`config.mk`:
```
export PLATFORM = sky130hd
export DESIGN_NAME = glb_container_deframer
export DESIGN_NICKNAME = d
export VERILOG_FILES = /design/src/hw/rtl/glbdf_pkg.sv /design/src/hw/rtl/glb_container_deframer.sv
export VERILOG_INCLUDE_DIRS = /design/src /design/src/hw/rtl
export SDC_FILE = /design/constraint.sdc
export NUM_CORES = 1
export LEC_CHECK = 0
export BUFFER_PORTS_ARGS = -buffer_cell sky130_fd_sc_hd__buf_2
export CAP_MARGIN = 20
export CORE_MARGIN = 2
export CORE_UTILIZATION = 35
export CTS_CLUSTER_DIAMETER = 60
export DETAILED_ROUTE_END_ITERATION = 7
export PLACE_DENSITY = 0.47
export SYNTH_ARGS = -nofsm -noshare
export SYNTH_HDL_FRONTEND = slang
export SYNTH_SLANG_ARGS = --single-unit
```
`constraint.sdc`:
```
create_clock -name clk -period 5.9 [get_ports clk]
set_input_delay 0 -clock clk [delete_from_list [all_inputs] [get_ports clk]]
set_output_delay 0 -clock clk [all_outputs]
set_load 0.05 [all_outputs]
```
`src/hw/rtl/glb_container_deframer_macros.svh`:
```
// Assertion macros for the deframer RTL.
`ifndef GLB_CONTAINER_DEFRAMER_MACROS_SVH
`define GLB_CONTAINER_DEFRAMER_MACROS_SVH

// Same-cycle implication, sampled on clk, off during reset.
`define GLBDF_ASSERT_NOW(lbl, ante, cons) \
    lbl: assert property (@(posedge clk) disable iff (!rst_n) (ante) |-> (cons)) \
        else $error("glbdf same-cycle check failed");

// Next-cycle implication, sampled on clk, off during reset.
`define GLBDF_ASSERT_NEXT(lbl, ante, cons) \
    lbl: assert property (@(posedge clk) disable iff (!rst_n) (ante) |=> (cons)) \
        else $error("glbdf next-cycle check failed");

`endif

```
`src/hw/rtl/glbdf_pkg.sv`:
```
// Types and constants of the GLB container deframer.
`default_nettype none

package glbdf_pkg;

    localparam logic [31:0] GLB_MAGIC    = 32'h4654_6C67;
    localparam logic [31:0] TYPE_JSON    = 32'h4E4F_534A;
    localparam logic [31:0] TYPE_BIN     = 32'h004E_4942;
    localparam int          HEADER_BYTES = 12;
    localparam int          MAX_RESULTS  = 4;
    localparam logic [32:0] POS_MAX      = 33'h1_FFFF_FFFF;

    typedef enum logic [1:0] {
        MODE_DETECT = 2'd0,
        MODE_TEXT   = 2'd1,
        MODE_HEADER = 2'd2,
        MODE_CHUNKS = 2'd3
    } mode_t;

    typedef enum logic [1:0] {
        CLASS_HEADER = 2'd0,
        CLASS_JSON   = 2'd1,
        CLASS_BIN    = 2'd2,
        CLASS_OTHER  = 2'd3
    } class_t;

    typedef enum logic [1:0] {
        KIND_TEXT   = 2'd0,
        KIND_JSON   = 2'd1,
        KIND_BIN    = 2'd2,
        KIND_STATUS = 2'd3
    } kind_t;

    typedef enum logic [2:0] {
        ST_RUNNING = 3'd0,
        ST_TEXT    = 3'd1,
        ST_OK      = 3'd2,
        ST_SHORT   = 3'd3,
        ST_TRUNC   = 3'd4,
        ST_OVERRUN = 3'd5,
        ST_NO_JSON = 3'd6
    } status_t;

    typedef struct packed {
        logic [7:0] data;
        kind_t      kind;
        logic       start;
        logic       endm;
        status_t    status;
    } res_t;

endpackage

`default_nettype wire

```
`src/hw/rtl/glb_container_deframer.sv`:
```
// Top level of the GLB container deframer: byte stream in, tagged payload out.
//
//   channel | handshake         | payload
//   in      | in_valid/in_stall | data_byte, last_byte
//   out     | out_valid/out_stall | out_byte, out_kind, chunk_start, end_mark, status
//
// One byte is worked per cycle from the input register into a four-entry result buffer
// when it is empty or its last result leaves; items of at most one result sustain this
// while out_stall is low, and an item releasing the held magic bytes holds the next back.
// An input register lets one byte be taken while results still wait at the output.
// Reset clears all control state; after the final byte the parser returns to reset state.
`default_nettype none

module glb_container_deframer
    import glbdf_pkg::*;
(
    input  wire logic       clk,
    input  wire logic       rst_n,
    input  wire logic       in_valid,
    output logic            in_stall,
    input  wire logic [7:0] data_byte,
    input  wire logic       last_byte,
    output logic            out_valid,
    input  wire logic       out_stall,
    output logic [7:0]      out_byte,
    output logic [1:0]      out_kind,
    output logic            chunk_start,
    output logic            end_mark,
    output logic [2:0]      status
);

`include "glb_container_deframer_macros.svh"

    logic        in_valid_reg;
    logic [7:0]  in_byte_reg;
    logic        in_last_reg;

    mode_t       mode_reg, mode_next;
    logic [32:0] pos_reg, pos_next;
    logic [31:0] held_reg, held_next;
    logic [31:0] total_reg, total_next;
    logic [55:0] hdr_reg, hdr_next;
    logic [32:0] cend_reg, cend_next;
    class_t      class_reg, class_next;
    logic        json_reg, json_next;
    logic        ovr_reg, ovr_next;
    logic        first_reg, first_next;

    res_t        buf_reg [MAX_RESULTS];
    res_t        res     [MAX_RESULTS];
    logic [2:0]  cnt_reg, cnt_next;

    logic        in_accept;
    logic        pop;
    logic        proc;

    logic [33:0] pos34;
    logic [33:0] total34;
    logic [33:0] pos_p1;
    logic [33:0] pos_p8;
    logic [33:0] endsum;
    logic [1:0]  p;
    logic [2:0]  idx;
    logic        magic_hit;
    logic        at_hdr_start;
    logic [31:0] ctype;
    logic [2:0]  n_emit;
    status_t     st_final;

    assign pop       = (cnt_reg != 3'd0) && !out_stall;
    assign proc      = in_valid_reg && ((cnt_reg == 3'd0) || ((cnt_reg == 3'd1) && pop));
    assign in_stall  = in_valid_reg && !proc;
    assign in_accept = in_valid && !in_stall;

    assign pos34        = {1'b0, pos_reg};
    assign total34      = {2'b00, total_reg};
    assign pos_p1       = pos34 + 34'd1;
    assign pos_p8       = pos34 + 34'd8;
    assign endsum       = pos_p1 + {2'b00, hdr_reg[31:0]};
    assign p            = pos_reg[1:0];
    assign idx          = pos_reg[2:0] - cend_reg[2:0];
    assign at_hdr_start = (pos_reg == cend_reg);
    assign ctype        = {in_byte_reg, hdr_reg[55:32]};

    always_comb
    begin
        held_next = held_reg;
        held_next[{p, 3'b000} +: 8] = in_byte_reg;
    end

    assign magic_hit = (held_next == GLB_MAGIC);

    // next mode
    always_comb
    begin
        mode_next = mode_reg;
        unique case (mode_reg)
            MODE_DETECT:
            begin
                if (p == 2'd3)
                begin
                    mode_next = magic_hit ? MODE_HEADER : MODE_TEXT;
                end
            end
            MODE_TEXT:
            begin
                mode_next = MODE_TEXT;
            end
            MODE_HEADER:
            begin
                if (pos_p1 >= 34'(HEADER_BYTES))
                begin
                    mode_next = MODE_CHUNKS;
                end
            end
            MODE_CHUNKS:
            begin
                mode_next = MODE_CHUNKS;
            end
            default:
            begin
                mode_next = MODE_DETECT;
            end
        endcase
    end

    // datapath and results
    always_comb
    begin
        total_next = total_reg;
        hdr_next   = hdr_reg;
        cend_next  = cend_reg;
        class_next = class_reg;
        json_next  = json_reg;
        ovr_next   = ovr_reg;
        first_next = first_reg;
        n_emit     = 3'd0;
        for (int i = 0; i < MAX_RESULTS; i++)
        begin
            res[i] = '{data: in_byte_reg, kind: KIND_TEXT, start: 1'b0,
                       endm: 1'b0, status: ST_RUNNING};
        end

        unique case (mode_reg)
            MODE_DETECT:
            begin
                for (int i = 0; i < MAX_RESULTS; i++)
                begin
                    res[i].data = held_next[8*i +: 8];
                end
                if (p == 2'd3)
                begin
                    if (!magic_hit)
                    begin
                        n_emit = 3'd4;
                    end
                end
                else if (in_last_reg)
                begin
                    n_emit = {1'b0, p} + 3'd1;
                end
            end
            MODE_TEXT:
            begin
                n_emit = 3'd1;
            end
            MODE_HEADER:
            begin
                if (pos_reg >= 33'd8)
                begin
                    total_next[{p, 3'b000} +: 8] = in_byte_reg;
                end
                if (pos_p1 >= 34'(HEADER_BYTES))
                begin
                    class_next = CLASS_HEADER;
                    cend_next  = 33'(HEADER_BYTES);
                    hdr_next   = '0;
                end
            end
            MODE_CHUNKS:
            begin
                if (!ovr_reg && (pos34 < total34))
                begin
                    if (class_reg == CLASS_HEADER)
                    begin
                        if (at_hdr_start && (pos_p8 > total34))
                        begin
                            cend_next = pos_p1[32:0];
                        end
                        else if (idx != 3'd7)
                        begin
                            hdr_next[{idx, 3'b000} +: 8] = in_byte_reg;
                        end
                        else
                        begin
                            hdr_next = '0;
                            if (endsum > total34)
                            begin
                                ovr_next = 1'b1;
                            end
                            else
                            begin
                                cend_next  = endsum[32:0];
                                first_next = 1'b1;
                                if (ctype == TYPE_JSON)
                                begin
                                    class_next = CLASS_JSON;
                                    json_next  = 1'b1;
                                end
                                else if (ctype == TYPE_BIN)
                                begin
                                    class_next = CLASS_BIN;
                                end
                                else
                                begin
                                    class_next = CLASS_OTHER;
                                end
                                if (hdr_reg[31:0] == 32'd0)
                                begin
                                    class_next = CLASS_HEADER;
                                end
                            end
                        end
                    end
                    else
                    begin
                        if (class_reg == CLASS_JSON || class_reg == CLASS_BIN)
                        begin
                            n_emit       = 3'd1;
                            res[0].kind  = (class_reg == CLASS_JSON) ? KIND_JSON : KIND_BIN;
                            res[0].start = first_reg;
                        end
                        first_next = 1'b0;
                        if (pos_p1 >= {1'b0, cend_reg})
                        begin
                            class_next = CLASS_HEADER;
                            hdr_next   = '0;
                        end
                    end
                end
            end
            default:
            begin
                n_emit = 3'd0;
            end
        endcase

        if (mode_next == MODE_DETECT || mode_next == MODE_TEXT)
        begin
            st_final = ST_TEXT;
        end
        else if (mode_next == MODE_HEADER)
        begin
            st_final = ST_SHORT;
        end
        else if ({2'b00, total_next} > pos_p1)
        begin
            st_final = ST_TRUNC;
        end
        else if (ovr_next)
        begin
            st_final = ST_OVERRUN;
        end
        else if (!json_next)
        begin
            st_final = ST_NO_JSON;
        end
        else
        begin
            st_final = ST_OK;
        end

        cnt_next = n_emit;
        if (in_last_reg)
        begin
            if (n_emit == 3'd0)
            begin
                res[0] = '{data: 8'h00, kind: KIND_STATUS, start: 1'b0,
                           endm: 1'b0, status: ST_RUNNING};
                cnt_next = 3'd1;
            end
            for (int i = 0; i < MAX_RESULTS; i++)
            begin
                if (3'(i) == cnt_next - 3'd1)
                begin
                    res[i].endm   = 1'b1;
                    res[i].status = st_final;
                end
            end
        end

        pos_next = (pos_reg == POS_MAX) ? pos_reg : pos_p1[32:0];
    end

    always_ff @(posedge clk or negedge rst_n)
    begin
        if (!rst_n)
        begin
            in_valid_reg <= 1'b0;
            cnt_reg      <= 3'd0;
            mode_reg     <= MODE_DETECT;
            pos_reg      <= '0;
            held_reg     <= '0;
            total_reg    <= '0;
            hdr_reg      <= '0;
            cend_reg     <= '0;
            class_reg    <= CLASS_HEADER;
            json_reg     <= 1'b0;
            ovr_reg      <= 1'b0;
            first_reg    <= 1'b0;
        end
        else
        begin
            if (in_accept)
            begin
                in_valid_reg <= 1'b1;
            end
            else if (proc)
            begin
                in_valid_reg <= 1'b0;
            end

            if (proc)
            begin
                cnt_reg <= cnt_next;
            end
            else if (pop)
            begin
                cnt_reg <= cnt_reg - 3'd1;
            end

            if (proc)
            begin
                if (in_last_reg)
                begin
                    mode_reg  <= MODE_DETECT;
                    pos_reg   <= '0;
                    held_reg  <= '0;
                    total_reg <= '0;
                    hdr_reg   <= '0;
                    cend_reg  <= '0;
                    class_reg <= CLASS_HEADER;
                    json_reg  <= 1'b0;
                    ovr_reg   <= 1'b0;
                    first_reg <= 1'b0;
                end
                else
                begin
                    mode_reg  <= mode_next;
                    pos_reg   <= pos_next;
                    held_reg  <= (mode_reg == MODE_DETECT) ? held_next : held_reg;
                    total_reg <= total_next;
                    hdr_reg   <= hdr_next;
                    cend_reg  <= cend_next;
                    class_reg <= class_next;
                    json_reg  <= json_next;
                    ovr_reg   <= ovr_next;
                    first_reg <= first_next;
                end
            end
        end
    end

    always_ff @(posedge clk)
    begin
        if (in_accept)
        begin
            in_byte_reg <= data_byte;
            in_last_reg <= last_byte;
        end
        if (proc)
        begin
            for (int i = 0; i < MAX_RESULTS; i++)
            begin
                buf_reg[i] <= res[i];
            end
        end
        else if (pop)
        begin
            for (int i = 0; i < MAX_RESULTS - 1; i++)
            begin
                buf_reg[i] <= buf_reg[i+1];
            end
        end
    end

    assign out_valid   = (cnt_reg != 3'd0);
    assign out_byte    = buf_reg[0].data;
    assign out_kind    = buf_reg[0].kind;
    assign chunk_start = buf_reg[0].start;
    assign end_mark    = buf_reg[0].endm;
    assign status      = buf_reg[0].status;

    `GLBDF_ASSERT_NOW(a_end_is_tail, out_valid && end_mark, cnt_reg == 3'd1)
    `GLBDF_ASSERT_NOW(a_status_only, out_valid && out_kind == KIND_STATUS,
        out_byte == 8'h00 && end_mark)
    `GLBDF_ASSERT_NOW(a_start_payload, out_valid && chunk_start,
        out_kind == KIND_JSON || out_kind == KIND_BIN)
    `GLBDF_ASSERT_NEXT(a_file_restart, proc && in_last_reg,
        mode_reg == MODE_DETECT && pos_reg == 33'd0)
    `GLBDF_ASSERT_NOW(a_proc_room, proc, cnt_reg == 3'd0 || (cnt_reg == 3'd1 && pop))

endmodule

`default_nettype wire
```
== After elaboration in Yosys (flattened, before gate mapping) ==
Memory sizes are Yosys's and may differ from the RTL's.
Cells that the tools add are included.

* Register bits after elaboration: 206
* Bits in writable memories: 60
* Memories kept: 1

{| class="wikitable"
|+ Memory list
! name !! words !! width !! read ports !! clocked after memory_dff !! write ports !! RTL line !! source
|-
| buf_reg || 4 || 15 || 4 || 0 || 4 || glb_container_deframer.sv:49 || <nowiki>res_t buf_reg [MAX_RESULTS];</nowiki>
|}

* Add/subtract/negate cells: 9
* Order comparisons: 7
* Equal/unequal tests: 31
* Shift-type cells: 4
* Mux-type cells: 110
* Bitwise logic cells: 3
* Reductions and logical operators: 34

{| class="wikitable"
|+ Operators by type and width
! operator !! count
|-
| 2-to-1 mux 56 bit || 7
|-
| 2-to-1 mux 33 bit || 9
|-
| 2-to-1 mux 32 bit || 5
|-
| case mux 56 bit (2 select lines) || 1
|-
| 2-to-1 mux 15 bit || 5
|-
| greater-than comparator 34 x 32 -> 1 bit || 2
|-
| case mux 33 bit (2 select lines) || 1
|-
| bitwise mux 32 bit || 2
|-
| == test 32 x 31 -> 1 bit (second input constant) || 2
|-
| bitwise mux 56 bit || 1
|-
| variable shift 8 x 8 -> 56 bit (first input constant) || 1
|-
| indexed part select 8 x 8 -> 56 bit || 1
|-
| 2-to-1 mux 3 bit || 17
|-
| adder 33 x 1 -> 34 bit (second input constant) || 1
|-
| adder 33 x 4 -> 34 bit (second input constant) || 1
|-
| adder 34 x 32 -> 34 bit || 1
|-
| >= comparator 34 x 33 -> 1 bit || 1
|-
| >= comparator 34 x 4 -> 1 bit (second input constant) || 1
|-
| greater-than comparator 32 x 34 -> 1 bit || 1
|-
| == test 33 bit || 1
|-
| == test 33 bit (second input constant) || 1
|-
| >= comparator 33 x 4 -> 1 bit (second input constant) || 1
|-
| < comparator 33 x 32 -> 1 bit || 1
|-
| 2-to-1 mux 1 bit || 33
|-
| 35 further kinds || 101
|}

== Longest topological paths before layout ==
* Word-level depth: 17
* Gate-level depth with buffers: 30
* Depth with buffers taken out: 26

== Worst setup path after synthesis ==
Ideal clock, no wire load.

* Path type: reg-to-reg
* Start: register pos_reg[3]
* End: memory buf_reg[0][2] (netlist name), data pin
* Library setup time: 257 ps
* Arrival time: 5781 ps
* Data required time: 5643 ps
* Setup slack: -138 ps
* Stages on the path, launching flop included: 26
* Path buffers: 2
* Period minus slack after synthesis: 6038 ps
* Cells stage by stage: dfrtp_1 -> ha_1 -> nand4_2 -> or4_1 -> buf_2 -> nor3_2 -> xor2_1 -> ha_1 -> clkbuf_1 -> and3_1 -> a221oi_1 -> o21ai_0 -> a2111oi_0 -> a21oi_1 -> o21ai_0 -> xnor2_1 -> ha_1 -> nand4_1 -> or3_1 -> nor4_1 -> a221o_1 -> a31oi_1 -> nand4bb_1 -> a21oi_1 -> nand3_1 -> a32o_1

{| class="wikitable"
|+ RTL lines
! element !! RTL line !! source
|-
| start: declaration || glb_container_deframer.sv:39 || <nowiki>logic [32:0] pos_reg, pos_next;</nowiki>
|-
| start signal: assignment || glb_container_deframer.sv:350 || <nowiki>pos_reg <= pos_next;</nowiki>
|-
| end: declaration || glb_container_deframer.sv:49 ||
|}

== Worst setup path after layout ==
* Start: register pos_reg[0]
* End: register cend_reg[8]

* Longest elaborated chain between the ends: 9
* Elaborated cells on any way between the ends: 24

{| class="wikitable"
|+ RTL lines
! element !! RTL line !! source
|-
| parallel branches: the longest is 9 deep, another holds adder 33 x 1 -> 34 bit || -- ||
|-
| end signal: assignment || glb_container_deframer.sv:354 || <nowiki>cend_reg <= cend_next;</nowiki>
|-
| end: declaration || glb_container_deframer.sv:43 || <nowiki>logic [32:0] cend_reg, cend_next;</nowiki>
|}

Several ways; the timed one is not identified. The select of a mux whose other input is x is not followed.
A chain may end at the register's enable or synchronous reset.

==> results.md <==
- Fmax: 164.0 MHz
- Async SR Flop Fraction: 76.65%
- Leakage: 11.99 nW
- CORE AREA: 56500 um^2
- DRC Markers: 0
- Via count: 19630
- Crit path time final: 6.098 ns
- Xor and xnor area share after synthesis: 5.017%
- Startpoint types: register
- CTS tree: yes
- CP max FO: 6
- Delay-heaviest family, CP: simple AND/OR/NAND/NOR gates
- Final Max Slew Viols: 0
- Simple-Gate Fraction of Synth Area: 19.48%
- Final setup viols: 36
- CP Class: register to register
- Die H: 243.5 um
- Max FFs per register: 56
- Sequential element share of the synthesized area: 33.53%
- Worst Max-Slew Pin Slew: 1.192 ns
- Setup Skew: 0.03063 ns
- Vias per std cell: 5.803
- CTS clock-pin slew for the worst setup and hold paths: 0.06 ns
- Most common cell after layout, fill and taps aside: buf_4
- Peak supply drop: 0.2803 mV
- TNS Setup: -3.595 ns
- Place WS: -0.5661 ns
- Post-synthesis mux area share: 0.9099%
- Number of antenna violations at the first check in global routing: 5
- Die Footprint: 59290 um^2
- Status: complete, but fails checks
- CP endpoint kind: register
- Primary FF master, synth: dfrtp_1
- WP buf/inv: 5
- YS warnings: 0
- Fin crit share: 103.4%
- Fraction of layout cells with a size suffix above 1: 23.01%
- Clock sinks: 257
- Adder-cell share of the synthesized area: 13.72%
- Fillers: 5516
- Post-DP HPWL: 67010 um
- Clock Latency Late Sink: 0.58 ns
- Worst min path class: input port to register
- Crit-path max cell delay: 0.58 ns
- Vias in the first global route: 19040
- CP Data Arrival Time: 6.60 ns
- CTS max path bufs: 3
- Initial core utilization: 35.53%
- Slew margin rel.: 19.90%
- Largest net degree at the start of global routing: 168
- Commonest cells after routing, fill and taps aside: 358 x buf_4, 209 x nand2_1, 208 x ha_1
- Area of the multi-input gates: 12780 um^2
- Routed WL per cell: 25.36 um
- Cell count after synthesis: 2266
- Compound-Gate Fraction of Synth Area: 21.27%
- Netlist cell types: 89
- Register area: 6736 um^2
- Cell Pwr Density: 319.1 nW/um^2
- Htree depth: 2
- Final hold viol count: 0
- Failing checks: negative setup slack
- Mapped Area: 20080 um^2
- Slowest CP cell: or4_4
- #FFs+latches synth: 257
- Pre-antenna DRT Iters: 7
- Main combinational cell family by area after synthesis: compound AO/OA/AOI/OAI gates
- R2R Setup Slk: -0.20 ns
- Req. time, crit path: 6.40 ns
- Layout Area Growth over Synthesis: 27.93%
- Final worst slack: -0.1981 ns
- Total track usage: 28.23%
- Cell Rows: 87
- Layout net count: 2826
- Post-synth EDFFs: 60
- Width of the chip: 243.5 um
- Avg Cell Area, Syn: 8.859 um^2
- Root Driver: clkbuf_16
- RSZ-0062 raised after global routing: yes
- IO Port Bufs: 29
- Routed WL: 85760 um
- Boundary Pins: 30
- First-pass GRT wire length: 125400 um
- Final antenna-violating net count: 0
- Global route overflow: 0
- Num CTS Buffers: 39
- DR iter-0 viols: 1577
- GP Congestion: 0.9871
- Max Cap Violations: 0
-- metal layers --
metal / vias up / global-route usage [%] / wire length, um
met4: 2 / 8.016 / 2749
li1: 9080 / - / -
met1: 9740 / 40.14 / 39580
met3: 134 / 4.076 / 5497
met2: 670 / 44.50 / 37920
met5: - / 0 / 13
-- cell usage after synthesis (19+ instances only) --
cell type,instances,area [um^2]
nand3_1,47,235.2
and3_1,19,118.9
a22o_1,95,832.1
nand2b_1,20,125.1
buf_2,27,135.1
o21ai_1,30,150.1
nor3_1,43,215.2
ha_1,217,2715
nand2_1,212,795.8
nor2b_1,24,150.1
o21ai_0,138,690.7
clkbuf_1,72,270.3
dfrtp_1,197,4930
o22ai_1,20,125.1
a21oi_1,134,670.6
a21o_1,34,255.2
nor4_1,49,306.5
inv_1,146,548.0
xor2_1,62,543.0
edfxtp_1,60,1802
xnor2_1,53,464.2
buf_4,21,157.7
nand4_1,72,450.4
nor2_1,136,510.5
o31ai_1,25,187.7
-- worst paths after layout --
check                             start              to  cells after the start
min reg2reg                held_reg[12]    held_reg[12]                      2
max                          pos_reg[0]     cend_reg[8]                     29
max reg2reg                  pos_reg[0]     cend_reg[8]                     29
min                        data_byte[2]  in_byte_reg[2]                      2
max in group asynchronous         rst_n     pos_reg[16]                      4
min in group asynchronous         rst_n    cend_reg[24]                      4
-- final cells by class --
type,instances,share of cell area [%]
Multi-Input combinational cell,1728,49.75
Sequential cell,257,26.23
Timing Repair Buffer,421,12.80
Clock buffer,46,3.941
Tap cell,756,3.683
Inverter,147,2.178
Clock inverter,26,1.408
Antenna cell,1,0.009743
-- through the flow --
step / power [W] / instance area (um^2) / instances / hold slack [ns] / utilization, %
after floorplan: 0.004406 / 20110 / 2267 / -0.2956 / -
after global placement: 0.005516 / 23170 / 3257 / -0.06704 / 41.02
after detailed placement: 0.005550 / 23170 / 3257 / -0.06695 / 41.02
after CTS: 0.008092 / 24910 / 3354 / 0.09819 / 44.09
after global routing: 0.008586 / 25680 / 3381 / 0.1264 / 45.46
final: 0.008196 / 25680 / 3382 / 0.1220 / 45.46
-- logic make-up after synthesis --
group                      after synthesis
and+or+nand+nor                        736
AOI/OAI and AO/OA                      639
buffers and inverters                  282
DFF                                    257
adders and majority gates              219
xor gates and xnor gates               115
muxes                                   17
other                                    1
-- repair_timing --
item,4_1_cts,5_1_grt
endpoints found under the hold margin,58,0
resized for setup,30,109
pin swaps,13,27
setup endpoints to repair,41,41
hold buffers,15,0
setup buffers,11,27
-- report_power, final --
part	switching (W)	internal [W]
Sequential	0.000195	0.00222
Clock	0.000984	0.00152
Combinational	0.00232	0.000957
(Power assumes the default switching activity.)
